$ cat src/rtl/core/lqi_pkg.sv
// lqi_pkg: shared types and filter arithmetic for the luma quarter-pel interpolator
`timescale 1ns / 1ps

package lqi_pkg;

  localparam int unsigned NumTaps   = 6;
  localparam int unsigned PixW      = 8;
  localparam int unsigned RowW      = NumTaps * PixW;
  localparam int unsigned HsumW     = 15;
  localparam int unsigned CentreW   = 21;

  typedef logic [PixW-1:0]             pix_t;
  typedef logic [RowW-1:0]             row_t;
  typedef logic [NumTaps-1:0][RowW-1:0] window_t;
  typedef logic signed [HsumW-1:0]     hsum_t;
  typedef logic signed [CentreW-1:0]   centre_t;
  typedef logic [1:0]                  phase_t;

  // 6-tap filter (1,-5,20,20,-5,1) over plain samples, range -2550..10710
  function automatic hsum_t tap6_pix(input pix_t p0, input pix_t p1, input pix_t p2,
                                     input pix_t p3, input pix_t p4, input pix_t p5);
    logic signed [15:0] a0, a1, a2, a3, a4, a5, s;
    a0 = $signed({8'b0, p0});
    a1 = $signed({8'b0, p1});
    a2 = $signed({8'b0, p2});
    a3 = $signed({8'b0, p3});
    a4 = $signed({8'b0, p4});
    a5 = $signed({8'b0, p5});
    s  = a0 - 16'sd5 * a1 + 16'sd20 * a2 + 16'sd20 * a3 - 16'sd5 * a4 + a5;
    return s[HsumW-1:0];
  endfunction

  // same filter over the unclipped horizontal intermediates
  function automatic centre_t tap6_mid(input hsum_t h0, input hsum_t h1, input hsum_t h2,
                                       input hsum_t h3, input hsum_t h4, input hsum_t h5);
    centre_t a0, a1, a2, a3, a4, a5;
    a0 = centre_t'(h0);
    a1 = centre_t'(h1);
    a2 = centre_t'(h2);
    a3 = centre_t'(h3);
    a4 = centre_t'(h4);
    a5 = centre_t'(h5);
    return a0 - 21'sd5 * a1 + 21'sd20 * a2 + 21'sd20 * a3 - 21'sd5 * a4 + a5;
  endfunction

  // round by +16 >> 5 and clip to 0..255
  function automatic pix_t clip_half(input hsum_t v);
    logic signed [15:0] t;
    logic [10:0]        u;
    pix_t               r;
    t = 16'(v) + 16'sd16;
    u = t[15:5];
    if (t < 0) begin
      r = '0;
    end else if (u > 11'd255) begin
      r = 8'd255;
    end else begin
      r = u[7:0];
    end
    return r;
  endfunction

  // round by +512 >> 10 and clip to 0..255
  function automatic pix_t clip_centre(input centre_t v);
    logic signed [21:0] t;
    logic [11:0]        u;
    pix_t               r;
    t = 22'(v) + 22'sd512;
    u = t[21:10];
    if (t < 0) begin
      r = '0;
    end else if (u > 12'd255) begin
      r = 8'd255;
    end else begin
      r = u[7:0];
    end
    return r;
  endfunction

endpackage

$ cat src/rtl/core/lqi_filter_stage.sv
// lqi_filter_stage: first stage, horizontal and vertical 6-tap sums of the window
`timescale 1ns / 1ps

module lqi_filter_stage (
  input  logic             clk,
  input  logic             rst,
  input  logic             advance,
  input  logic             in_vld,
  input  lqi_pkg::window_t window,
  input  lqi_pkg::phase_t  phase_x,
  input  lqi_pkg::phase_t  phase_y,
  output logic             out_vld,
  output lqi_pkg::hsum_t   hsum [lqi_pkg::NumTaps],
  output lqi_pkg::hsum_t   vsum_g,
  output lqi_pkg::hsum_t   vsum_h,
  output lqi_pkg::pix_t    pix_g,
  output lqi_pkg::pix_t    pix_h,
  output lqi_pkg::pix_t    pix_m,
  output lqi_pkg::phase_t  px,
  output lqi_pkg::phase_t  py
);
  import lqi_pkg::*;

  function automatic pix_t pel(input window_t w, input int unsigned r, input int unsigned c);
    return w[r][PixW*c +: PixW];
  endfunction

  always_ff @(posedge clk) begin
    if (rst) begin
      out_vld <= 1'b0;
    end else if (advance) begin
      out_vld <= in_vld;
    end
  end

  always_ff @(posedge clk) begin
    if (advance) begin
      for (int r = 0; r < NumTaps; r++) begin
        hsum[r] <= tap6_pix(pel(window, r, 0), pel(window, r, 1), pel(window, r, 2),
                            pel(window, r, 3), pel(window, r, 4), pel(window, r, 5));
      end
      vsum_g <= tap6_pix(pel(window, 0, 2), pel(window, 1, 2), pel(window, 2, 2),
                         pel(window, 3, 2), pel(window, 4, 2), pel(window, 5, 2));
      vsum_h <= tap6_pix(pel(window, 0, 3), pel(window, 1, 3), pel(window, 2, 3),
                         pel(window, 3, 3), pel(window, 4, 3), pel(window, 5, 3));
      pix_g  <= pel(window, 2, 2);
      pix_h  <= pel(window, 2, 3);
      pix_m  <= pel(window, 3, 2);
      px     <= phase_x;
      py     <= phase_y;
    end
  end

endmodule

$ cat src/rtl/core/lqi_centre_stage.sv
// lqi_centre_stage: second stage, centre 6-tap sum and rounding of the half samples
`timescale 1ns / 1ps

module lqi_centre_stage (
  input  logic             clk,
  input  logic             rst,
  input  logic             advance,
  input  logic             in_vld,
  input  lqi_pkg::hsum_t   hsum [lqi_pkg::NumTaps],
  input  lqi_pkg::hsum_t   vsum_g,
  input  lqi_pkg::hsum_t   vsum_h,
  input  lqi_pkg::pix_t    in_g,
  input  lqi_pkg::pix_t    in_h,
  input  lqi_pkg::pix_t    in_m,
  input  lqi_pkg::phase_t  in_px,
  input  lqi_pkg::phase_t  in_py,
  output logic             out_vld,
  output lqi_pkg::centre_t j_sum,
  output lqi_pkg::pix_t    half_b,
  output lqi_pkg::pix_t    half_h,
  output lqi_pkg::pix_t    half_s,
  output lqi_pkg::pix_t    half_m,
  output lqi_pkg::pix_t    pix_g,
  output lqi_pkg::pix_t    pix_h,
  output lqi_pkg::pix_t    pix_m,
  output lqi_pkg::phase_t  px,
  output lqi_pkg::phase_t  py
);
  import lqi_pkg::*;

  always_ff @(posedge clk) begin
    if (rst) begin
      out_vld <= 1'b0;
    end else if (advance) begin
      out_vld <= in_vld;
    end
  end

  always_ff @(posedge clk) begin
    if (advance) begin
      j_sum  <= tap6_mid(hsum[0], hsum[1], hsum[2], hsum[3], hsum[4], hsum[5]);
      half_b <= clip_half(hsum[2]);
      half_s <= clip_half(hsum[3]);
      half_h <= clip_half(vsum_g);
      half_m <= clip_half(vsum_h);
      pix_g  <= in_g;
      pix_h  <= in_h;
      pix_m  <= in_m;
      px     <= in_px;
      py     <= in_py;
    end
  end

endmodule

$ cat src/rtl/core/lqi_select_stage.sv
// lqi_select_stage: last stage, centre rounding, phase select and quarter averaging
`timescale 1ns / 1ps

module lqi_select_stage (
  input  logic             clk,
  input  logic             rst,
  input  logic             advance,
  input  logic             in_vld,
  input  lqi_pkg::centre_t j_sum,
  input  lqi_pkg::pix_t    half_b,
  input  lqi_pkg::pix_t    half_h,
  input  lqi_pkg::pix_t    half_s,
  input  lqi_pkg::pix_t    half_m,
  input  lqi_pkg::pix_t    pix_g,
  input  lqi_pkg::pix_t    pix_h,
  input  lqi_pkg::pix_t    pix_m,
  input  lqi_pkg::phase_t  px,
  input  lqi_pkg::phase_t  py,
  output logic             out_vld,
  output lqi_pkg::pix_t    sample
);
  import lqi_pkg::*;

  // sample positions in raster order of the quarter grid
  typedef enum logic [3:0] {
    POS_INT = 4'd0,  POS_A = 4'd1,  POS_B = 4'd2,  POS_C = 4'd3,
    POS_D   = 4'd4,  POS_E = 4'd5,  POS_F = 4'd6,  POS_G = 4'd7,
    POS_H   = 4'd8,  POS_I = 4'd9,  POS_J = 4'd10, POS_K = 4'd11,
    POS_N   = 4'd12, POS_P = 4'd13, POS_Q = 4'd14, POS_R = 4'd15
  } pos_t;

  pos_t       pos;
  pix_t       half_j;
  pix_t       op_a;
  pix_t       op_b;
  logic [8:0] avg_sum;

  assign pos    = pos_t'({py, px});
  assign half_j = clip_centre(j_sum);

  // full and half positions average a sample with itself
  always_comb begin
    unique case (pos)
      POS_INT: begin op_a = pix_g;  op_b = pix_g;  end
      POS_A:   begin op_a = pix_g;  op_b = half_b; end
      POS_B:   begin op_a = half_b; op_b = half_b; end
      POS_C:   begin op_a = pix_h;  op_b = half_b; end
      POS_D:   begin op_a = pix_g;  op_b = half_h; end
      POS_E:   begin op_a = half_b; op_b = half_h; end
      POS_F:   begin op_a = half_b; op_b = half_j; end
      POS_G:   begin op_a = half_b; op_b = half_m; end
      POS_H:   begin op_a = half_h; op_b = half_h; end
      POS_I:   begin op_a = half_h; op_b = half_j; end
      POS_J:   begin op_a = half_j; op_b = half_j; end
      POS_K:   begin op_a = half_j; op_b = half_m; end
      POS_N:   begin op_a = pix_m;  op_b = half_h; end
      POS_P:   begin op_a = half_h; op_b = half_s; end
      POS_Q:   begin op_a = half_j; op_b = half_s; end
      default: begin op_a = half_m; op_b = half_s; end
    endcase
  end

  assign avg_sum = {1'b0, op_a} + {1'b0, op_b} + 9'd1;

  always_ff @(posedge clk) begin
    if (rst) begin
      out_vld <= 1'b0;
    end else if (advance) begin
      out_vld <= in_vld;
    end
  end

  always_ff @(posedge clk) begin
    if (advance) begin
      sample <= avg_sum[8:1];
    end
  end

endmodule

$ cat src/rtl/core/luma_quarter_pel_interpolator_top.sv
// luma_quarter_pel_interpolator_top: top level of the luma quarter-pel interpolator
`timescale 1ns / 1ps

// Luma quarter-sample interpolator. Each request carries a 6x6 window of 8-bit
// reference samples (columns x-2..x+3, rows y-2..y+3, column k of a row in
// bits 8k+7..8k) and a quarter phase, and yields one predicted sample. The
// work runs through three register stages: the six horizontal and two
// vertical 6-tap sums, then the centre 6-tap sum over the unclipped horizontal
// sums together with rounding and clipping of the half samples, then the
// centre rounding, the phase select and the rounded-up average. A request
// can enter in every cycle while req_stall is low, and its sample leaves the
// select stage as pred_sample. Each stage advances when it is empty or the stage
// after it advances, so a stall on the output backs up only as far as the
// first empty stage, and bubbles are squeezed out. req_stall follows
// pred_stall combinationally through that chain.

module luma_quarter_pel_interpolator_top (
  input  logic                clk,
  input  logic                rst,
  input  logic                req_valid,
  output logic                req_stall,
  input  lqi_pkg::row_t       window_row0,
  input  lqi_pkg::row_t       window_row1,
  input  lqi_pkg::row_t       window_row2,
  input  lqi_pkg::row_t       window_row3,
  input  lqi_pkg::row_t       window_row4,
  input  lqi_pkg::row_t       window_row5,
  input  lqi_pkg::phase_t     phase_x,
  input  lqi_pkg::phase_t     phase_y,
  output logic                pred_valid,
  input  logic                pred_stall,
  output lqi_pkg::pix_t       pred_sample
);
  import lqi_pkg::*;

  window_t window;

  // stage 1 outputs
  logic    s1_vld;
  hsum_t   s1_hsum [NumTaps];
  hsum_t   s1_vsum_g;
  hsum_t   s1_vsum_h;
  pix_t    s1_g, s1_h, s1_m;
  phase_t  s1_px, s1_py;

  // stage 2 outputs
  logic    s2_vld;
  centre_t s2_j_sum;
  pix_t    s2_b, s2_hh, s2_s, s2_mm;
  pix_t    s2_g, s2_h, s2_m;
  phase_t  s2_px, s2_py;

  // per-stage advance, back to front
  logic    adv1, adv2, adv3;

  assign window = {window_row5, window_row4, window_row3,
                   window_row2, window_row1, window_row0};

  assign adv3      = !pred_valid || !pred_stall;
  assign adv2      = !s2_vld || adv3;
  assign adv1      = !s1_vld || adv2;
  assign req_stall = !adv1;

  lqi_filter_stage u_filter (
    .clk     (clk),
    .rst     (rst),
    .advance (adv1),
    .in_vld  (req_valid),
    .window  (window),
    .phase_x (phase_x),
    .phase_y (phase_y),
    .out_vld (s1_vld),
    .hsum    (s1_hsum),
    .vsum_g  (s1_vsum_g),
    .vsum_h  (s1_vsum_h),
    .pix_g   (s1_g),
    .pix_h   (s1_h),
    .pix_m   (s1_m),
    .px      (s1_px),
    .py      (s1_py)
  );

  lqi_centre_stage u_centre (
    .clk     (clk),
    .rst     (rst),
    .advance (adv2),
    .in_vld  (s1_vld),
    .hsum    (s1_hsum),
    .vsum_g  (s1_vsum_g),
    .vsum_h  (s1_vsum_h),
    .in_g    (s1_g),
    .in_h    (s1_h),
    .in_m    (s1_m),
    .in_px   (s1_px),
    .in_py   (s1_py),
    .out_vld (s2_vld),
    .j_sum   (s2_j_sum),
    .half_b  (s2_b),
    .half_h  (s2_hh),
    .half_s  (s2_s),
    .half_m  (s2_mm),
    .pix_g   (s2_g),
    .pix_h   (s2_h),
    .pix_m   (s2_m),
    .px      (s2_px),
    .py      (s2_py)
  );

  // output register doubles as the last pipeline stage
  lqi_select_stage u_select (
    .clk     (clk),
    .rst     (rst),
    .advance (adv3),
    .in_vld  (s2_vld),
    .j_sum   (s2_j_sum),
    .half_b  (s2_b),
    .half_h  (s2_hh),
    .half_s  (s2_s),
    .half_m  (s2_mm),
    .pix_g   (s2_g),
    .pix_h   (s2_h),
    .pix_m   (s2_m),
    .px      (s2_px),
    .py      (s2_py),
    .out_vld (pred_valid),
    .sample  (pred_sample)
  );

endmodule

$ cat config.mk
export PLATFORM = sky130hd
export DESIGN_NAME = luma_quarter_pel_interpolator_top
export DESIGN_NICKNAME = d
export VERILOG_FILES = /design/src/rtl/core/lqi_pkg.sv /design/src/rtl/core/lqi_filter_stage.sv /design/src/rtl/core/lqi_centre_stage.sv /design/src/rtl/core/lqi_select_stage.sv /design/src/rtl/core/luma_quarter_pel_interpolator_top.sv
export SDC_FILE = /design/constraint.sdc
export NUM_CORES = 2
export LEC_CHECK = 0
export ABC_AREA = 1
export ABC_CLOCK_PERIOD_IN_PS = 16000
export BUFFER_PORTS_ARGS = -buffer_cell sky130_fd_sc_hd__buf_2
export CORE_ASPECT_RATIO = 1.5
export CORE_MARGIN = 8
export CORE_UTILIZATION = 55
export DETAILED_ROUTE_END_ITERATION = 6
export PLACE_DENSITY = 0.8
export RECOVER_POWER = 50
export REMOVE_ABC_BUFFERS = 1
export SYNTH_ARGS = -nofsm -noshare
export SYNTH_HDL_FRONTEND = slang
export SYNTH_SLANG_ARGS = --single-unit
$ cat constraint.sdc
create_clock -name clk -period 16 [get_ports clk]
set_input_delay 2.4 -clock clk [delete_from_list [all_inputs] [get_ports clk]]
set_output_delay 2.4 -clock clk [all_outputs]
set_load 0.02 [all_outputs]
Yosys cells after proc, flatten, opt, wreduce, memory -nomap -nowiden
Index checks and enable logic that the tools add are counted.
{"block": "classes", "muxes": 8, "multipliers": 32, "order_cmp": 10, "eq_ne": 14, "addsub": 52, "n_reduce_logical": 17}
{"cell": "$mul A3 B8 Y11 const A", "n": 28}
{"cell": "$add A15 B15 Y15", "n": 16}
{"cell": "$add A15 B9 Y15", "n": 8}
{"cell": "$sub A15 B15 Y15", "n": 8}
{"cell": "$sub A9 B15 Y15", "n": 8}
{"cell": "$mul A4 B15 Y19 const A", "n": 4}
{"cell": "$add A15 B6 Y16 const B", "n": 4}
{"cell": "$lt A16 B1 Y1 const B", "n": 4}
{"cell": "$mux W8", "n": 6}
{"cell": "$pmux W8 S6", "n": 1}
{"cell": "$gt A11 B8 Y1 const B", "n": 4}
{"cell": "$add A21 B21 Y21", "n": 2}
{"cell": "$pmux W8 S5", "n": 1}
{"cell": "$eq A4 B4 Y1 const B", "n": 7}
{"cell": "$add A21 B11 Y22 const B", "n": 1}
{"cell": "$lt A22 B1 Y1 const B", "n": 1}
{"cell": "$add A21 B15 Y21", "n": 1}
{"cell": "$sub A21 B21 Y21", "n": 1}
{"cell": "$sub A15 B19 Y20", "n": 1}
{"cell": "$eq A4 B3 Y1 const B", "n": 4}
{"cell": "$reduce_or A3 Y1", "n": 5}
{"cell": "$gt A12 B8 Y1 const B", "n": 1}
{"cell": "$add A8 B8 Y9", "n": 1}
{"cell": "$add A9 B1 Y9 const B", "n": 1}
{"cell": "7 further kinds", "n": 15}
{"block": "word_totals", "regBits": 240, "input_bits": 296, "elab_cells": 160, "out_inout_bits": 10}

Longest topological paths before layout
{"block": "logic_depth", "ltp_word": 7, "mapped_depth": 30, "mapped_depth_nobuf": 30}

Hierarchy
Synthesis repeated with hierarchy kept, for this count alone.
{"block": "hier_totals", "hier_cells": 5278, "area_unflattened_um2": 41848.9}
{"mod": "lqi_filter_stage", "cells_per_inst": 3912, "n_inst": 1, "area_each_um2": 30319.1, "seq_area_each_um2": 4464.3}
{"mod": "lqi_centre_stage", "cells_per_inst": 1074, "n_inst": 1, "area_each_um2": 9705.6, "seq_area_each_um2": 2452.4}
{"mod": "lqi_select_stage", "cells_per_inst": 287, "n_inst": 1, "area_each_um2": 1794.2, "seq_area_each_um2": 260.2}
{"mod": "luma_quarter_pel_interpolator_top", "cells_per_inst": 5, "n_inst": 1, "area_each_um2": 30.0, "seq_area_each_um2": 0.0}

Worst setup path after synthesis
No wires, ideal clock.
{"block": "synth_path", "path_kind": "input -> register", "start": "input pred_stall", "end": "register u_filter.hsum[0] (netlist name), enable pin", "setup_slack_ps": 8062, "t_required_ps": 15507, "n_path_buf": 0, "cell_stages": 5, "arrival_ps": 7445, "setup_ps": 493, "cell_sequence": "nand2_1 > nor2_1 > inv_1 > nor2_1 > inv_1"}
{"block": "synth_between", "elab_chain_cells": 4}
{"element": "from (decl)", "line": "luma_quarter_pel_interpolator_top.sv:31", "source": "input logic pred_stall,"}
{"element": "$logic_not A1 Y1", "line": "luma_quarter_pel_interpolator_top.sv:59", "source": "assign adv3 = !pred_valid || !pred_stall;"}
{"element": "$logic_or A1 B1 Y1", "line": "luma_quarter_pel_interpolator_top.sv:59"}
{"element": "$logic_or A1 B1 Y1", "line": "luma_quarter_pel_interpolator_top.sv:60", "source": "assign adv2 = !s2_vld || adv3;"}
{"element": "net adv2", "line": "luma_quarter_pel_interpolator_top.sv:54", "source": "logic adv1, adv2, adv3;"}
{"element": "$logic_or A1 B1 Y1", "line": "luma_quarter_pel_interpolator_top.sv:61", "source": "assign adv1 = !s1_vld || adv2;"}
{"element": "to (signal, indexed assignment)", "line": "lqi_filter_stage.sv:39", "source": "hsum[r] <= tap6_pix(pel(window, r, 0), pel(window, r, 1), pel(window, r, 2),"}
{"element": "to (decl)", "line": "lqi_filter_stage.sv:13", "source": "output lqi_pkg::hsum_t hsum [lqi_pkg::NumTaps],"}
The timed path passes the listed nets, and every way through them passes these cells.
A chain may end at the register's enable or synchronous reset.

Worst setup path in the final report
{"block": "layout_path", "start": "input pred_stall", "end": "register u_filter.hsum[75] (netlist name), enable pin"}
{"block": "layout_between", "elab_chain_cells": 4}
{"element": "$logic_not A1 Y1", "line": "luma_quarter_pel_interpolator_top.sv:59"}
{"element": "$logic_or A1 B1 Y1", "line": "luma_quarter_pel_interpolator_top.sv:59"}
{"element": "net adv3", "line": "luma_quarter_pel_interpolator_top.sv:54"}
{"element": "$logic_or A1 B1 Y1", "line": "luma_quarter_pel_interpolator_top.sv:60"}
{"element": "net adv2", "line": "luma_quarter_pel_interpolator_top.sv:54"}
{"element": "$logic_or A1 B1 Y1", "line": "luma_quarter_pel_interpolator_top.sv:61"}
The timed path passes the listed nets, and every way through them passes these cells.

==> flow_summary_export.csv <==
group,metric,value,unit
status,outcome,"complete, but fails checks",
status,violations,"capacitance limit, slew limit",
layout,fillCellCount,5095,
placed_design,place_inst,4751,
clock_tree,clock-sinks,223,
global_route,grt-ovfl-total,0,
detailed_routing,vias_per_cell,5.39,
critical_path,path_buf_inv,5,
layout,final_common_cell,"inv_1",
placed_design,pre_cts_slack,8430,ps
floorplan,std_cell_rows,111,
critical_path,rr_endpoint,"u_filter.hsum[75]",
timing,worstMarginPinSlew,3900,ps
floorplan,io_pins,306,
critical_path,crit_required,16150,ps
timing,final-hold-violation-count,0,
floorplan,die_area,70300,um2
timing,worst_slack,7250,ps
detailed_routing,wl_per_cell,19.3,um
placed_design,io_buffer_count,305,
timing,min_period_over_period,54.7,%
timing,grt_setup_unrepaired,"no",
timing,slew_headroom,-160,%
critical_path,r2r_start,"u_select.out_vld",
synth,avgSynthCellArea,9.31,um2
layout,final_cell_count_no_fill,4809,
min_path,holdPathEnd,"u_centre.pix_g[3]",
clock_tree,insertion_delay,560,ps
detailed_routing,drc,0,
floorplan,coreArea,61200,um2
synth,synth_warnings,0,
critical_path,cp_slowest_cell,"clkbuf_1",
synth,netlist_area,34100,um2
synth,synth_area_leaders,"ha_1 (23%), fa_1 (22%), edfxtp_1 (19%)",
placed_design,gp_congestion,0.970,
critical_path,ff2ff_setup_slack,8880,ps
critical_path,crit_path_max_fanout,78,
layout,nets,5269,
synth,synth_top_area_share,22.6,%
clock_tree,clock-root-buffer,"clkbuf_16",
timing,timing.hold.ws,419,ps
detailed_routing,wl_met1,34.5,mm
detailed_routing,drt_pre_antenna_iters,6,
min_path,min-delay-start,"u_filter.pix_g[3]",
synth,synthDistinctLibCells,59,
critical_path,max_stage_delay,2710,ps
global_route,grt_max_degree,79,
critical_path,ff2ff_path_depth,7,
floorplan,fp.dieW,219,um
detailed_routing,detail-route-antenna-nets,0,
synth,syn-instance-count,3657,
detailed_routing,initialDrtViolationCount,1249,
synth,synth_edf_count,220,
floorplan,die_y,321,um
clock_tree,hold_buffers,0,
layout,drive_gt1_share,8.83,%
critical_path,path_cells,"buf_2, nand2_1, nor2_1, clkinv_1, clkbuf_1, nor2_1, clkinvlp_2, buf_4",
clock_tree,path_clk_slew,70,ps
synth,yosysSeqAreaShare,19.6,%
timing,setup_violations,0,
timing,drv_slew,139,
clock_tree,clockBufferDepth,3,
clock_tree,post-cts-setup-buffers,0,
critical_path,critPathKind,"in2reg",
timing,finalCriticalPeriod,8750,ps
critical_path,critPathLaunchType,"input pin",
detailed_routing,dr_wl_met2,46.9,mm
detailed_routing,routed_wl,92.9,mm
timing,fmax,0.114,GHz
placed_design,dpl.hpwl,83.9,mm
global_route,antenna_found_initial,20,
floorplan,start_util,55.6,%
critical_path,crit_arrival,8900,ps
layout,layout_common_cells,"inv_1 (827), ha_1 (614), nand2_1 (400), fa_1 (375), a21oi_1 (284)",
synth,synth_ff_type,"edfxtp_1",
critical_path,end_kind,"register",
clock_tree,cts-resized-gates,0,
flow_run,drv_cap,2,
global_route,grt_pass1_vias,27900,
clock_tree,numCtsBuffers,22,
global_route,grt_pass1_wl,144,mm
min_path,min_delay_path_depth,0,
timing,clock_skew,33.7,ps
synth,synthArstFlopShare,0,%
clock_tree,htreeDepth,1,
global_route,track_usage,26.4,%
layout,syn2layout_area_growth,9.45,%
synth,synth-seq-cells,223,
detailed_routing,vias,25900,
min_path,hold_class,"reg2reg",
synth,synth_largest_area_cell,"ha_1",
timing,finalSetupTns,0,ps
critical_path,crit_family,"buffers and inverters",
critical_path,cp_common_cell,"nor2_1",
detailed_routing,highest_layer,"met5",
clock_tree,cts_tree,"done",
detailed_routing,wl_met3,4.54,mm
[worst max path at each step]
stage,from,endpoint,slack [ps],cells after the start
2_1_floorplan,pred_stall,u_filter.hsum[0],8060,5
3_3_place_gp,window_row1[27],u_filter.vsum_h[14],8650,22
3_5_place_dp,window_row1[27],u_filter.vsum_h[14],8430,22
4_1_cts,window_row1[27],u_filter.vsum_h[14],9030,22
5_1_grt,pred_stall,u_filter.hsum[76],6410,8
6_report,pred_stall,u_filter.hsum[75],7250,8
[state kept, by name (all words and copies together), names as in the netlist, 8 cells and up]
| register | count |
|---|---|
| u_centre.half_b | 8 |
| u_centre.half_m | 8 |
| u_filter.pix_h | 8 |
| u_centre.half_h | 8 |
| u_filter.pix_m | 8 |
| u_filter.hsum | 90 |
| u_select.sample | 8 |
| u_filter.vsum_h | 11 |
| u_centre.half_s | 8 |
| u_centre.j_sum | 12 |
| u_centre.pix_h | 8 |
| u_filter.vsum_g | 11 |
| u_centre.pix_g | 8 |
| u_centre.pix_m | 8 |
| u_filter.pix_g | 8 |
[stage by stage]
stage | instance area [um2] | utilization (%)
final | 37300 | 60.9
after global routing | 37300 | 60.8
after CTS | 37300 | 60.9
after detailed placement | 36600 | 59.7
after global placement | 36600 | 59.7
after floorplan | 34000 | -
[cells by family (layout without fill, tap and decap cells)]
group,after synthesis,count (layout),share of synthesized area [%]
compound gates,545,545,9.14
xor+xnor,310,310,7.97
fa+ha+maj,989,989,44.6
buf+inv,841,1183,9.30
flops,223,223,19.6
other cells,0,19,0
simple gates,749,749,9.41
[worst reg2reg max path, stage by stage (launching register included)]
cell        delay (ps)
dfxtp_1            310
nand2_1            290
nor2_1              80
clkinv_1            50
clkbuf_1          2710
nor2_1             300
clkinvlp_2        1870
buf_4             1020
[cells in the mapped netlist, drive strengths merged (14+ instances only)]
library cell	instances
ha	614
nor3	14
nand3	85
inv	837
a31oi	14
nand4	18
a21oi	284
xnor2	106
nand2	407
nor2	185
o21ai	150
o21bai	18
a211oi	17
fa	375
edfxtp	220
xor2	204
[area by class of cell]
type | count | area, um2 | area share [%]
Timing Repair Buffer | 307 | 1490 | 3.99
Clock buffer | 24 | 558 | 1.50
Inverter | 837 | 3150 | 8.45
Sequential cell | 223 | 6670 | 17.9
Antenna cell | 19 | 47.5 | 0.128
Multi-Input combinational cell | 2593 | 24200 | 64.9
Tap cell | 791 | 990 | 2.66
Clock inverter | 15 | 194 | 0.520
[metal layers]
layer | up-vias | GRT usage [%]
met4 | 6 | 17.4
met1 | 12400 | 28.7
li1 | 12500 | -
met5 | - | 0
met2 | 769 | 47.6
met3 | 252 | 3.23
Power is left out: the tool's default activity adds up to more than one toggle a clock period on the data nets, which glitch-free logic cannot reach.
